## config.mk

```make
export PLATFORM = sky130hd
export DESIGN_NAME = fmbs_queue
export DESIGN_NICKNAME = d
export VERILOG_FILES = /design/src/rtl/fmbs_pkg.sv /design/src/rtl/fmbs_queue.sv
export SDC_FILE = /design/constraint.sdc
export NUM_CORES = 1
export LEC_CHECK = 0
export ABC_AREA = 1
export BUFFER_PORTS_ARGS = -buffer_cell sky130_fd_sc_hd__buf_2
export CAP_MARGIN = 20
export CORE_MARGIN = 2
export CORE_UTILIZATION = 50
export DETAILED_ROUTE_END_ITERATION = 8
export GPL_TIMING_DRIVEN = 0
export PLACE_DENSITY = 0.7
export SETUP_SLACK_MARGIN = 0.15
export SLEW_MARGIN = 20
export SYNTH_ARGS = -nofsm -noshare
export SYNTH_HDL_FRONTEND = slang
export SYNTH_SLANG_ARGS = --single-unit
```

## constraint.sdc

```tcl
create_clock -name clk -period 2.1 [get_ports clk]
set_input_delay 0.105 -clock clk [delete_from_list [all_inputs] [get_ports clk]]
set_output_delay 0.105 -clock clk [all_outputs]
set_load 0.005 [all_outputs]
```

## src/rtl/fmbs_pkg.sv

```systemverilog
package fmbs_pkg;

  localparam int BOUND_W = 22;
  localparam int QUEUE_DEPTH = 4;
  localparam int QPTR_W = 2;

  localparam logic [1:0] CFG_TEXT_LENGTH = 2'd0;
  localparam logic [1:0] CFG_SENTINEL_POS = 2'd1;
  localparam logic [1:0] CFG_SENTINEL_CODE = 2'd2;

  typedef enum logic {
    OP_LOAD   = 1'b0,
    OP_SEARCH = 1'b1
  } op_kind_t;

  typedef struct packed {
    op_kind_t    kind;
    logic [15:0] entry;
    logic [2:0]  sel;
    logic [31:0] data;
    logic [1:0]  code;
    logic        start;
    logic        last;
  } op_t;

  typedef enum logic [1:0] {
    ST_IDLE,
    ST_MATCH,
    ST_SUM
  } back_state_t;

  typedef struct packed {
    logic busy;
    logic result_load;
  } back_stat_t;

  function automatic logic [5:0] popcount32(input logic [31:0] x);
    logic [5:0] n;
    n = '0;
    for (int i = 0; i < 32; i++) begin
      n = n + 6'(x[i]);
    end
    return n;
  endfunction

endpackage

```

## src/rtl/fmbs_queue.sv

```systemverilog
module fmbs_queue import fmbs_pkg::*; (
  input  logic clk,
  input  logic rst,
  input  logic push,
  input  op_t  push_item,
  output logic full,
  output logic valid,
  output op_t  head,
  input  logic pop
);

  op_t               slots [QUEUE_DEPTH];
  logic [QPTR_W-1:0] wr_ptr;
  logic [QPTR_W-1:0] rd_ptr;
  logic [QPTR_W:0]   count;

  assign full = (count == (QPTR_W + 1)'(QUEUE_DEPTH));
  assign valid = (count != '0);
  assign head = slots[rd_ptr];

  always_ff @(posedge clk) begin
    if (rst) begin
      wr_ptr <= '0;
      rd_ptr <= '0;
      count <= '0;
    end else begin
      if (push) begin
        wr_ptr <= wr_ptr + 1'b1;
      end
      if (pop) begin
        rd_ptr <= rd_ptr + 1'b1;
      end
      if (push && !pop) begin
        count <= count + 1'b1;
      end else if (pop && !push) begin
        count <= count - 1'b1;
      end
    end
  end

  always_ff @(posedge clk) begin
    if (push) begin
      slots[wr_ptr] <= push_item;
    end
  end

endmodule

```

== Word level (Yosys, flattened, before mapping) ==
Memories as Yosys holds them, arrays and structs flattened. A register that Yosys moved wholly into a read port is not among the register bits.
Index checks and enable logic that the tools add are counted.
Storage, ports and cells
  register bits after elaboration: 7
  latch bits: 0
  memory bits (writable): 224
  bits in read-only memories: 0
  bits of input ports: 60
  output and inout bits: 58
  logic and storage cells: 21
  memories kept: 1
Cells by class
  add/sub/neg operators: 4
  $mul: 0
  divide/modulo/power cells: 0
  magnitude comparators: 0
  eq/ne operators: 1
  shift operators: 0
  mux-type cells: 6
  bitwise operators: 0
  reduce and logical (&&, ||, !) cells: 6
Memory list
  slots: words 4, bits a word 56, rd ports 1, clocked after memory_dff 1, wr ports 1, line fmbs_queue.sv:12  | op_t slots [QUEUE_DEPTH];
Operators with widths (number)
  3-bit two-way mux: 2
  2-bit by 1-bit adder with 2-bit output (second input constant): 2
  2-bit two-way mux: 2
  3-bit by 1-bit adder with 3-bit output (second input constant): 1
  3-bit equality test (second input constant): 1
  3-bit nonzero test: 1
  3-bit by 1-bit subtractor with 3-bit output (second input constant): 1
  1-bit logical AND: 2
  1-bit zero test: 2
  1-bit two-way mux: 2
  2-bit nonzero test: 1

== Depth between registers and ports, before layout ==
  depth after elaboration: 4
  depth in mapped cells: 10
  gate-level depth less buffers: 10

== Least setup slack after synthesis ==
Ideal clock, no wire load.
  path kind: register to register
  start point: register wr_ptr[0]
  end point: memory slots[2][0] in the netlist's numbering (enable)
  setup time: 410 ps
  data arrival time: 1680 ps
  data required time: 1690 ps
  setup slack: 10 ps
  stages on the path, launching flop included: 5
  period minus slack after synthesis: 2090 ps
  path through: dfxtp_1 > inv_1 > ha_1 > nand2_1 > inv_1
RTL lines
  from (decl): line fmbs_queue.sv:13  | logic [QPTR_W-1:0] wr_ptr;
  from (signal assigned): line fmbs_queue.sv:28  | wr_ptr <= wr_ptr + 1'b1;
  to (decl): line fmbs_queue.sv:12
No word-level cell before the write port.

==> reports/results.tsv <==
metric	value	unit
drv_cap	0	
multi_input_area	0.00188	mm²
endpoint_kind	output port	
hpwlAfterDp	12400	µm
first_pass_iters	5	
drt_iter0_markers	454	
cts-root-buf	clkbuf_16	
setup_viol	0	
viasPerCell	5.53	
clock_path_buffers	3	
dp_cells	955	
die_x	139	µm
hold_path.class	input pin to flip-flop	
ir_drop	0.000732	V
overflow	0	
fin_worst_skew	0.0163	ns
ys_ff_latch	233	
seq_area	0.00691	mm²
die_area	0.0192	mm²
finalNonFillerCells	1062	
finalHoldViolCount	0	
io_pins	118	
power.density	938	mW/mm²
required	2.00	ns
worst_setup_path_start_kind	flip-flop	
die_h	139	µm
worstMarginPinSlew	0.458	ns
p_leak	4.26	nW
synth_top_cell_by_area	edfxtp_1	
yosysUniqueCellTypes	27	
setup.worst_path.class	flip-flop to output port	
antenna_left	0	
synth.top_cells.by_area	edfxtp_1, o21ai_0, nor2_1	
portBuffers	117	
initial_core_util	0.507	
cts_sinks	233	
clock_latency	0.50	ns
worstPathMaxFanout	10	
synth_top_area_frac	0.741	
vias	5871	
grt_usage	0.208	
antenna_cells	0	
layout_common_cells	edfxtp_1, buf_2, nor2_1	
ys_seq_area_frac	0.761	
post_synth.cell_area_avg	15.1	µm²
final_layout_size_suffix_gt1_frac	0.322	
area_growth	30.1	%
antenna_found_initial	0	
outcome	finished clean	
syn_inst	601	
timing.fmax	0.514	GHz
slew_headroom	0.694	
cts_inserted_buffers	24	
layout.core_utilization	0.659	
cp_data_arrival_time	1.84	ns
rsz0062_at_grt	yes	
drv_slew	0	
cts_tree	done	
wire_per_inst	19.3	µm
htreeDepth	1	
grt_max_degree	24	
post-route-period-util	0.926	
synth.cell_area	0.00908	mm²
grt_pass1_wl	31700	µm
rows	49	
routed_wl	20500	µm
final_common_cell	edfxtp_1	
synth_nets	667	
drc	0	
synth_warnings	0	
clk_pin_slew_worst_paths	0.06	ns
n_fill_cell	1268	
gp_congestion	0.771	
finalNetCount	882	
grt_pass1_vias	6162	
period_needed	1.94	ns
core_area	0.0179	mm²
-- metal layers --
layer | GRT usage | part of all wire
met2 | 0.351 | 0.50
met4 | 0.0633 | 0.019
met1 | 0.278 | 0.41
met5 | 0 | 0
met3 | 0.0397 | 0.066
-- final timing paths --
kind | startpoint | end | slack, ns | cells past startpoint
worst max-delay path | flip-flop | head[24] | 0.16 | 7
worst min-delay path | rst | count[0] | 0.31 | 3
worst max register to register | wr_ptr[0] | slots[2][42] | 0.32 | 5
worst min register to register | rd_ptr[1] | flip-flop | 0.48 | 1
-- cells in the mapped netlist --
library cell and n:
o21ai_0 87, dfxtp_1 9, ha_1 5, nor2_2 6, o21ai_1 26, edfxtp_1 224
buf_12 3, nor2_4 20, xor2_1 1, nor2_1 93, o21ai_2 4, nand2_1 10
buf_6 6, inv_4 1, a21oi_1 3, o22ai_1 36, inv_2 1, o22ai_2 20
nand3_1 1, inv_1 15, buf_2 9, buf_4 1, nor3_1 1, clkbuf_1 16
buf_8 1, nand4_1 1, fa_1 1
-- layout make-up --
type / count / area share
plain buffers: 36 / 0.0297
flip-flops and latches: 233 / 0.585
clock inverters: 14 / 0.0174
inverters: 17 / 0.00731
well taps: 229 / 0.0243
multi-input cells: 315 / 0.159
repair buffers: 189 / 0.121
clock buffers: 29 / 0.0560
-- metrics by stage --
stage	worst slack [ns]	TNS (ns)	hold WS, ns	cell area, µm²	total power, mW
after floorplan	0.215	0	0.177	9090	6.01
after global placement	-0.511	-105.71	0.279	9960	6.43
after detailed placement	0.190	0	0.284	10100	6.51
after CTS	0.142	0	0.283	11700	11.1
after global routing	0.0990	0	0.303	11800	11.4
final	0.156	0	0.313	11800	11.1
-- cells by family after synthesis --
group | after synthesis | synth area share
AOI/OAI and AO/OA | 176 | 0.120
xor gates and xnor gates | 1 | 0.000965
adders and majority gates | 6 | 0.00910
buffers and inverters | 53 | 0.0354
DFF | 233 | 0.761
and+or+nand+nor | 132 | 0.0733
-- registers in the layout, summed over array words and instances, names as in the netlist, named ones only --
name and flops:
rd_ptr 2, count 3, wr_ptr 2, slots 224
-- critical path, cell delays in order (launching register included) --
cell	delay (ns)
dfxtp_4	0.37
buf_12	0.15
inv_8	0.07
buf_12	0.15
buf_8	0.15
nor2_1	0.05
o22ai_1	0.23
buf_2	0.16
-- power breakdown --
group | switching [mW] | total [mW] | leakage (nW) | internal [mW]
clock | 1.65 | 4.50 | 0.419 | 2.85
sequential | 0.0615 | 5.37 | 2.13 | 5.31
combinational | 0.680 | 1.21 | 1.71 | 0.527
-- timing repair --
item,4_1_cts,5_1_grt
hold endpoints to repair,233,0
endpoints found under the setup margin,56,69
buffers inserted,0,2
hold buffers,59,0
pin swaps,0,9
resized for setup,33,22
cloned,0,3
Note: power is estimated with default switching activity, not from simulation.
